File: config.mk
export PLATFORM = sky130hd
export DESIGN_NAME = plse_arith
export DESIGN_NICKNAME = d
export VERILOG_FILES = /design/src/sv/piecewise_linear_series_eval_assert.svh /design/src/sv/plse_pkg.sv /design/src/sv/plse_arith.sv
export SDC_FILE = /design/constraint.sdc
export NUM_CORES = 2
export LEC_CHECK = 0
export ABC_AREA = 1
export BUFFER_PORTS_ARGS = -buffer_cell sky130_fd_sc_hd__buf_2
export CAP_MARGIN = 30
export CORE_AREA = 2 2 335 238
export DETAILED_ROUTE_END_ITERATION = 12
export DIE_AREA = 0 0 337 240
export PLACE_DENSITY_LB_ADDON = 0.05
export SYNTH_ARGS = -nofsm -noshare
export SYNTH_HDL_FRONTEND = slang
export SYNTH_SLANG_ARGS = --single-unit
File: constraint.sdc
create_clock -name vclk -period 22.9
set_input_delay 2.29 -clock vclk [all_inputs]
set_output_delay 2.29 -clock vclk [all_outputs]
set_load 0.005 [all_outputs]
File: src/sv/piecewise_linear_series_eval_assert.svh
// Assertion macros for the piecewise linear series evaluator.
// Used by modules that include this header; expects clk and rst_n in scope.
`ifndef PIECEWISE_LINEAR_SERIES_EVAL_ASSERT_SVH
`define PIECEWISE_LINEAR_SERIES_EVAL_ASSERT_SVH

// Property that must hold at every clock edge outside reset
`define PLSE_ASSERT(label, prop, msg) \
    label: assert property (@(posedge clk) disable iff (!rst_n) (prop)) else $error(msg);

// Antecedent in one cycle implies consequent in the next
`define PLSE_ASSERT_NEXT(label, ante, cons, msg) \
    label: assert property (@(posedge clk) disable iff (!rst_n) (ante) |=> (cons)) \
        else $error(msg);

`endif

File: src/sv/plse_pkg.sv
// Shared types and constants for the piecewise linear series evaluator.
// No dependencies.
package plse_pkg;

    localparam int MAX_SEGMENTS = 16;
    localparam int IDX_W        = $clog2(MAX_SEGMENTS);
    localparam int CNT_W        = $clog2(MAX_SEGMENTS + 1);

    // Operation codes
    localparam logic OP_APPEND = 1'b0;
    localparam logic OP_EVAL   = 1'b1;

    // Result status codes
    localparam logic [1:0] STAT_EVALUATED = 2'd0;
    localparam logic [1:0] STAT_APPENDED  = 2'd1;
    localparam logic [1:0] STAT_FULL      = 2'd2;
    localparam logic [1:0] STAT_SATURATED = 2'd3;

    // One stored segment, all fields signed Q16.16
    typedef struct packed {
        logic signed [31:0] start_x;
        logic signed [31:0] start_y;
        logic signed [31:0] slope;
        logic signed [31:0] intercept;
    } seg_t;

    // Fixed table entry 0: flat zero segment starting at the most negative x
    localparam seg_t SEG_FIRST = '{
        start_x:   32'sh8000_0000,
        start_y:   32'sh0000_0000,
        slope:     32'sh0000_0000,
        intercept: 32'sh0000_0000
    };

endpackage

File: src/sv/plse_arith.sv
// Shared arithmetic unit: offset subtract and compare, slope multiply,
// and the final add with saturation. Depends on plse_pkg.
module plse_arith (
    input  logic signed [31:0] x,
    input  logic signed [31:0] start_x,
    input  logic signed [31:0] slope,
    input  logic signed [32:0] dx_in,
    input  logic signed [64:0] prod_in,
    input  logic signed [31:0] intercept,
    input  logic signed [31:0] start_y,
    output logic signed [32:0] dx,
    output logic               x_ge,
    output logic signed [64:0] prod,
    output logic signed [31:0] sum,
    output logic               sat
);
    import plse_pkg::*;

    logic signed [48:0] prod_sh;
    logic signed [50:0] sum_wide;

    // Exact 33-bit offset; its sign is the compare result
    assign dx   = {x[31], x} - {start_x[31], start_x};
    assign x_ge = ~dx[32];

    // Exact Q33.32 product
    assign prod = 65'(slope) * 65'(dx_in);

    // Floor shift to 16 fraction bits (Q33.16), then exact sum
    assign prod_sh  = prod_in[64:16];
    assign sum_wide = {{2{prod_sh[48]}}, prod_sh}
                    + {{19{intercept[31]}}, intercept}
                    + {{19{start_y[31]}}, start_y};

    // Clamp to the signed 32-bit range
    always_comb
    begin
        sat = (sum_wide[50:31] != {20{1'b0}}) && (sum_wide[50:31] != {20{1'b1}});
        if (!sat)
        begin
            sum = sum_wide[31:0];
        end
        else if (sum_wide[50])
        begin
            sum = 32'sh8000_0000;
        end
        else
        begin
            sum = 32'sh7FFF_FFFF;
        end
    end

endmodule
==> results.toml <==
[critical_path]
crit_type = "in -> out"
max_stage_delay_ps = 1100
critical-path-top-delay-family = "adder cells"
cp.required_ps = 20610
worstPathArrival_ps = 10890
crit_buf_inv = 11
cp_common_cell = "inv_1"
critPathSlowestCell = "fa_1"
start_kind = "input pin"
path_max_fanout = 32
end_kind = "output pin"

[synth]
yosysWarnings = 0
syn_inst = 6207
synth_fp_nets = 7895
seq_area_frac_synth_pct = 0
synth_area_per_cell_um2 = 7.449
synth_area_um2 = 46240
synth_cell_type_count = 40

[cts]
cts_resized = 0
post_cts_buffers = 0
postCtsHoldBufs = 0

[outcome]
status = "completed"

[timing]
slew_viol_final = 0
fin_crit_ps = 13180
setup_tns_ps = 0
hold_viol_final = 0
relSlewSlack_pct = 33.30
finalSetupViolations = 0
worstMarginPinSlew_ps = 1000
post-route-period-util_pct = 57.57
max_freq_mhz = 75.85
rsz0062_at_grt = "false"

[final_layout]
layout.nets = 8077
clkbuf_count = 0
final_layout_size_suffix_gt1_share_pct = 6.999
multi_input_area_um2 = 38020
fill_cells = 7256
seq_cell_count = 0
final_common_cell = "inv_1"
syn_to_final_growth_pct = 5.596
layout_common_cells = "inv_1, nand2_1, fa_1, buf_2, ha_1"
regArea_um2 = 0

[detailed_routing]
drt_pass1_iterations = 8
vias = 39100
wl_per_cell_um = 19.31
finalWirelength_um = 143900
postRouteAntennaNets = 0
post_drt_via_cell_ratio = 5.250
drtIter0Drc = 3575
drc_errors = 0

[global_route]
antenna_found_initial = 6
grt_pass1_vias = 39960
grt_start_max_net_pins = 34
grt_pass1_wl_um = 229700
track_usage_pct = 37.29
grt-ovfl-total = 0

[floorplan]
ios = 390
die_h_um = 240
die_area_um2 = 80880
core_um2 = 77800
initial_core_util_pct = 59.43
die-width_um = 337
rows = 86

[flow_run]
drv_cap = 0

[placed_design]
gp_congestion = 1.024
hpwl_um = 120800
io_buffers = 374

[hold_path]
hold_path.class = "in -> out"
synth_stat cells, types with 8 or more instances:
library cell | instances | area share, %
inv_1 | 1944 | 16
a21o_1 | 10 | 0.16
a31oi_1 | 13 | 0.18
nor2_1 | 236 | 1.9
nand3_1 | 84 | 0.91
o21a_1 | 15 | 0.24
xor2_1 | 87 | 1.6
a21oi_1 | 166 | 1.8
o21bai_1 | 14 | 0.23
nand4_1 | 47 | 0.64
xnor2_1 | 43 | 0.81
clkbuf_1 | 220 | 1.8
o21ai_0 | 83 | 0.90
ha_1 | 267 | 7.2
fa_1 | 1163 | 50
or2_2 | 12 | 0.16
nor3_1 | 21 | 0.23
nor2_2 | 8 | 0.11
nand2_1 | 1707 | 14
metal layers:
| metal | share of wire, % | vias to the layer above | track usage, % |
|---|---|---|---|
| met5 | 0.0090 | - | 0 |
| met4 | 2.3 | 2 | 7.305 |
| met3 | 13 | 171 | 10.90 |
| met2 | 41 | 2057 | 53.51 |
| met1 | 44 | 19150 | 56.23 |
| li1 | - | 17720 | - |
metrics by stage:
step | util (%) | instances | cell area [um2] | hold WS [ps] | worst slack, ps
after floorplan | - | 6207 | 46240 | 4661 | 11500
after global placement | 62.72 | 7442 | 48790 | 4987 | 9853
after detailed placement | 62.72 | 7442 | 48790 | 4987 | 9820
after CTS | 62.72 | 7442 | 48790 | 4987 | 9767
after global routing | 62.76 | 7448 | 48820 | 4986 | 9266
final | 62.76 | 7448 | 48820 | 4990 | 9717
cell type report:
cell class | instances | area share [%]
well taps | 1056 | 2.706
diodes | 5 | 0.02563
inverters | 1945 | 14.95
multi-input cells | 4030 | 77.87
repair buffers | 412 | 4.444
worst min-delay path: cells and delay by family:
family,cells,cell delay (ps)
buffers and inverters,3,250
adder cells (fa/ha/maj),1,160
logic make-up after synthesis:
family	Yosys count	synth area share [%]
simple gates	2146	18.30
buf+inv	2177	17.77
compound gates	324	3.886
xor+xnor	130	2.463
fa+ha+maj	1430	57.58
path summary, 6_finish.rpt:
kind | start | end | cells past startpoint
worst min-delay path | start_x[0] | dx[0] | 4
worst max-delay path | dx_in[32] | prod[55] | 29
Power is left out: the tool's default activity adds up to more than one toggle a clock period on the data nets, which glitch-free logic cannot reach.
