File: src/sv/piecewise_linear_series_eval_assert.svh
// Assertion macros for the piecewise linear series evaluator.
// Used by modules that include this header; expects clk and rst_n in scope.
`ifndef PIECEWISE_LINEAR_SERIES_EVAL_ASSERT_SVH
`define PIECEWISE_LINEAR_SERIES_EVAL_ASSERT_SVH

// Property that must hold at every clock edge outside reset
`define PLSE_ASSERT(label, prop, msg) \
    label: assert property (@(posedge clk) disable iff (!rst_n) (prop)) else $error(msg);

// Antecedent in one cycle implies consequent in the next
`define PLSE_ASSERT_NEXT(label, ante, cons, msg) \
    label: assert property (@(posedge clk) disable iff (!rst_n) (ante) |=> (cons)) \
        else $error(msg);

`endif

File: src/sv/plse_pkg.sv
// Shared types and constants for the piecewise linear series evaluator.
// No dependencies.
package plse_pkg;

    localparam int MAX_SEGMENTS = 16;
    localparam int IDX_W        = $clog2(MAX_SEGMENTS);
    localparam int CNT_W        = $clog2(MAX_SEGMENTS + 1);

    // Operation codes
    localparam logic OP_APPEND = 1'b0;
    localparam logic OP_EVAL   = 1'b1;

    // Result status codes
    localparam logic [1:0] STAT_EVALUATED = 2'd0;
    localparam logic [1:0] STAT_APPENDED  = 2'd1;
    localparam logic [1:0] STAT_FULL      = 2'd2;
    localparam logic [1:0] STAT_SATURATED = 2'd3;

    // One stored segment, all fields signed Q16.16
    typedef struct packed {
        logic signed [31:0] start_x;
        logic signed [31:0] start_y;
        logic signed [31:0] slope;
        logic signed [31:0] intercept;
    } seg_t;

    // Fixed table entry 0: flat zero segment starting at the most negative x
    localparam seg_t SEG_FIRST = '{
        start_x:   32'sh8000_0000,
        start_y:   32'sh0000_0000,
        slope:     32'sh0000_0000,
        intercept: 32'sh0000_0000
    };

endpackage

File: src/sv/plse_seg_table.sv
// Segment table: one write port, one registered read port.
// Depends on plse_pkg. Entry 0 is the fixed first segment and is never stored.
module plse_seg_table (
    input  logic                   clk,
    input  logic                   wr_en,
    input  logic [plse_pkg::IDX_W-1:0] wr_addr,
    input  plse_pkg::seg_t         wr_data,
    input  logic [plse_pkg::IDX_W-1:0] rd_addr,
    output plse_pkg::seg_t         rd_data
);
    import plse_pkg::*;

    seg_t mem [MAX_SEGMENTS];
    seg_t rd_data_reg;

    // Write port
    always_ff @(posedge clk)
    begin
        if (wr_en)
        begin
            mem[wr_addr] <= wr_data;
        end
    end

    // Registered read, entry 0 comes from the constant
    always_ff @(posedge clk)
    begin
        if (rd_addr == '0)
        begin
            rd_data_reg <= SEG_FIRST;
        end
        else
        begin
            rd_data_reg <= mem[rd_addr];
        end
    end

    assign rd_data = rd_data_reg;

endmodule

File: config.mk
export PLATFORM = sky130hd
export DESIGN_NAME = plse_seg_table
export DESIGN_NICKNAME = d
export VERILOG_FILES = /design/src/sv/piecewise_linear_series_eval_assert.svh /design/src/sv/plse_pkg.sv /design/src/sv/plse_seg_table.sv
export SDC_FILE = /design/constraint.sdc
export NUM_CORES = 2
export LEC_CHECK = 0
export BUFFER_PORTS_ARGS = -buffer_cell sky130_fd_sc_hd__buf_2
export CAP_MARGIN = 30
export CORE_AREA = 5 5 360 398
export DETAILED_ROUTE_END_ITERATION = 12
export DIE_AREA = 0 0 365 403
export PLACE_DENSITY = 0.75
export REMOVE_ABC_BUFFERS = 1
export SETUP_SLACK_MARGIN = 0.3
export SKIP_CTS_REPAIR_TIMING = 1
export SLEW_MARGIN = 10
export SYNTH_ARGS = -nofsm -noshare
export SYNTH_HDL_FRONTEND = slang
export SYNTH_SLANG_ARGS = --single-unit
File: constraint.sdc
create_clock -name clk -period 10.12 [get_ports clk]
set_input_delay 1.012 -clock clk [delete_from_list [all_inputs] [get_ports clk]]
set_output_delay 1.012 -clock clk [all_outputs]
set_load 0.01 [all_outputs]
==> key figures <==
Final layout
  – Post-Route Utilization: roughly 62%
  – Largest register FFs: roughly 1900
  – # fillers: about 9300
  – Layout cell share with drive strength beyond 1: 25.48%
  – Post-route insts no fill: 5905
  – Layout area overhead: 12.85%
  – NumNets Final: between 4000 and 5000

Placement
  – Pre-CTS setup slack: between 5 and 6 ns
  – HPWL after DPL: 86.42 mm
  – RD Place Congestion: 0.7241
  – DP Cell Count: 5522
  – Port buffer count: between 200 and 300

Synth
  – Area fraction of the dominant cell type after synthesis: 76.15%
  – Synth async-reset ratio: 0%
  – Commonest cells in the netlist: edfxtp_1, mux4_2, mux2i_1
  – Top cells by area, synth: edfxtp_1, mux4_2, dfxtp_1, mux2i_1, a221o_1
  – Seq/Total Area, Yosys: around four fifths
  – Post-synth cell types: 26
  – Syn_area_per_cell: roughly 21 um2
  – Cell Area, Synth: 75710 um2
  – Yosys synthesis warning count: 0
  – EDFF count, synth: between 1500 and 2000
  – Cell taking the most area after synthesis: edfxtp_1
  – Post-synth top flop: edfxtp_1
  – Top-count cell post-synth: edfxtp_1
  – Post-Synthesis Cells: approximately 3600
  – #FFs+latches synth: between 2000 and 2500

STA
  – Max-slew headroom: between 20 and 30%
  – Final period demand of the worst path: ~4.0 ns
  – Final worst slack: roughly 6 ns
  – Fmax: between 200 and 300 MHz
  – WHS: roughly 0.56 ns
  – Clk_skew: about 0.019 ns
  – Worst-Margin Slew: about 1.1 ns
  – Final period util: 39.13%
  – Final setup violation count: 0
  – Fin. Hold Viols: 0
  – Final slew viol count: 0
  – Unrepaired setup endpoints after global routing: false

Worst setup path
  – Req. time, crit path: 10.81 ns
  – Crit-path cells: buf_8 -> buf_4 -> buf_4 -> buf_4 -> mux2i_1 -> a22oi_1 -> a21oi_1 -> nor2_1
  – CP Class: primary input to flop
  – CP dominant cell by count: buf_4
  – CP max FO: 79
  – Startpoint Class: primary input
  – Crit path DAT: about 4.7 ns
  – Max incr delay on CP: slightly below 0.8 ns
  – Setup crit end kind: flop
  – Slowest cell on the critical path: buf_4

Drt
  – Via count: around 37000
  – Starting DRT DRC Count: 4319
  – DR pass1 iterations: 5
  – Via density: between 6 and 7
  – # DRC: 0
  – Final ANT Viol Nets: 0
  – Drt wl/cell: roughly 30 um
  – DRT Wirelength: approximately 180 mm

GRT
  – Initial antenna violation count: 45
  – Total grt overflow: 0
  – First-pass GRT wire length: 257.0 mm
  – Largest net degree at the start of global routing: between 100 and 150
  – Vias in the first global route: between 30000 and 40000
  – GRT Total Usage: a little under a quarter

Die
  – Die width: 365 um
  – FP Rows: around 140
  – Core area: 138900 um2
  – Initial core utilization: between 50% and 60%
  – IO Pins: 266
  – Full die area: approximately 150000 um2
  – Chip Height: just over 400 um

Pwr
  – P_int: 13.91 mW
  – Clk network pwr share: just over 40%
  – Gate power share: ~5%
  – Static leakage: 28.13 nW
  – Sw Pwr: ~3.7 mW
  – VDD IR max: about 0.17 mV
  – Total power: ~18 mW
  – Sequential Power Share: about 54%
  – Power Density: a little over 200 nW/um2
  – Switching share of total power: about a fifth

Clock network
  – CTS max path bufs: 3
  – Root Driver: clkbuf_16
  – Num CTS Buffers: 190
  – Reg clk slew, reported paths: approximately 0.060 ns
  – CTS tree: yes
  – TritonCTS Sinks: a little over 2000
  – Clk Latency, worst-skew pair: ~0.81 ns
  – H-tree levels: 4

Job
  – Max-cap violations: 0

Outcome
  – Status: completed

Hold path
  – Hold crit path type: primary input to flop
layout make-up:
type / instances / area, um2 / area share, %
sequential: 2048 / 60220 / 70.48
multi-input combinational: 1308 / 14460 / 16.92
clock buffer: 246 / 5157 / 6.036
tap: 1825 / 2283 / 2.673
antenna: 22 / 55.05 / 0.06444
clock inverter: 114 / 1134 / 1.327
timing repair buffer: 342 / 2133 / 2.497
stage by stage:
step           instance area [um2]  TNS, ns
2_1_floorplan                74540  -196.80
3_3_place_gp                 78960        0
3_5_place_dp                 79060        0
4_1_cts                      85360        0
5_1_grt                      85400        0
6_report                     85440        0
per-layer routing:
layer  vias up  track usage [%]  wire, um
met5         -                0       124
met4        18            6.349      3861
met2      1746            38.68     86300
li1      15560                -         -
met1     19570            33.74     69320
met3       291            5.160     15640
layout by cell type, fill, tap and decap left out, types with 3 or more instances in the layout:
| master | instances |
|---|---|
| edfxtp_1 | 1920 |
| buf_2 | 261 |
| mux4_2 | 258 |
| mux2i_1 | 255 |
| clkbuf_16 | 192 |
| o22ai_1 | 128 |
| nor2_1 | 128 |
| dfxtp_1 | 128 |
| a22oi_1 | 126 |
| a221o_1 | 126 |
| a21oi_1 | 126 |
| buf_4 | 64 |
| mux2_2 | 63 |
| mux2_4 | 63 |
| clkinv_2 | 41 |
| clkbuf_1 | 39 |
| clkinv_1 | 34 |
| diode_2 | 22 |
| bufinv_16 | 19 |
| clkbuf_8 | 15 |
| nor2_4 | 12 |
| buf_12 | 9 |
| inv_6 | 6 |
| clkinvlp_4 | 6 |
| clkinv_8 | 4 |
| buf_16 | 4 |
| nor3_2 | 3 |
| nand2b_1 | 3 |
| buf_8 | 3 |
power groups by stage:
| stage | Combinational [mW] | Sequential (mW) | Clock (mW) |
|---|---|---|---|
| after floorplan | 0.389 | 9.75 | 0 |
| after global placement | 0.866 | 9.73 | 0 |
| after detailed placement | 0.889 | 9.74 | 0 |
| after CTS | 0.894 | 9.56 | 7.23 |
| after global routing | 0.954 | 9.57 | 7.61 |
| final | 0.887 | 9.56 | 7.14 |
critical path: cells and delay by family:
kind | cells | cell delay, ns
simple gates | 1 | 0.08
compound gates | 2 | 0.31
mux | 1 | 0.28
buf+inv | 4 | 2.70
logic make-up (layout without fill, tap and decap cells):
| logic type | after synthesis | in the layout | share of synthesized area, % |
|---|---|---|---|
| AND/OR/NAND/NOR | 161 | 161 | 0.8560 |
| buffers and inverters | 213 | 702 | 1.552 |
| other | 0 | 22 | 0 |
| multiplexers | 639 | 639 | 13.23 |
| flip-flops | 2048 | 2048 | 79.53 |
| AO/OA/AOI/OAI | 508 | 508 | 4.825 |
final timing paths:
kind                            slack (ns)                  start  cells after the start                     end
worst min register to register        0.63   mem[8][53]$_DFFE_PP_                      3  rd_data[53]$_SDFF_PN0_
worst max-delay path                  6.16             rd_addr[1]                      8  rd_data[37]$_SDFF_PN0_
worst min-delay path                  0.56           wr_data[111]                      1  mem[11][111]$_DFFE_PP_
worst max register to register        8.72  mem[10][14]$_DFFE_PP_                      4  rd_data[14]$_SDFF_PN0_
Note: power is estimated with default switching activity, not from simulation.
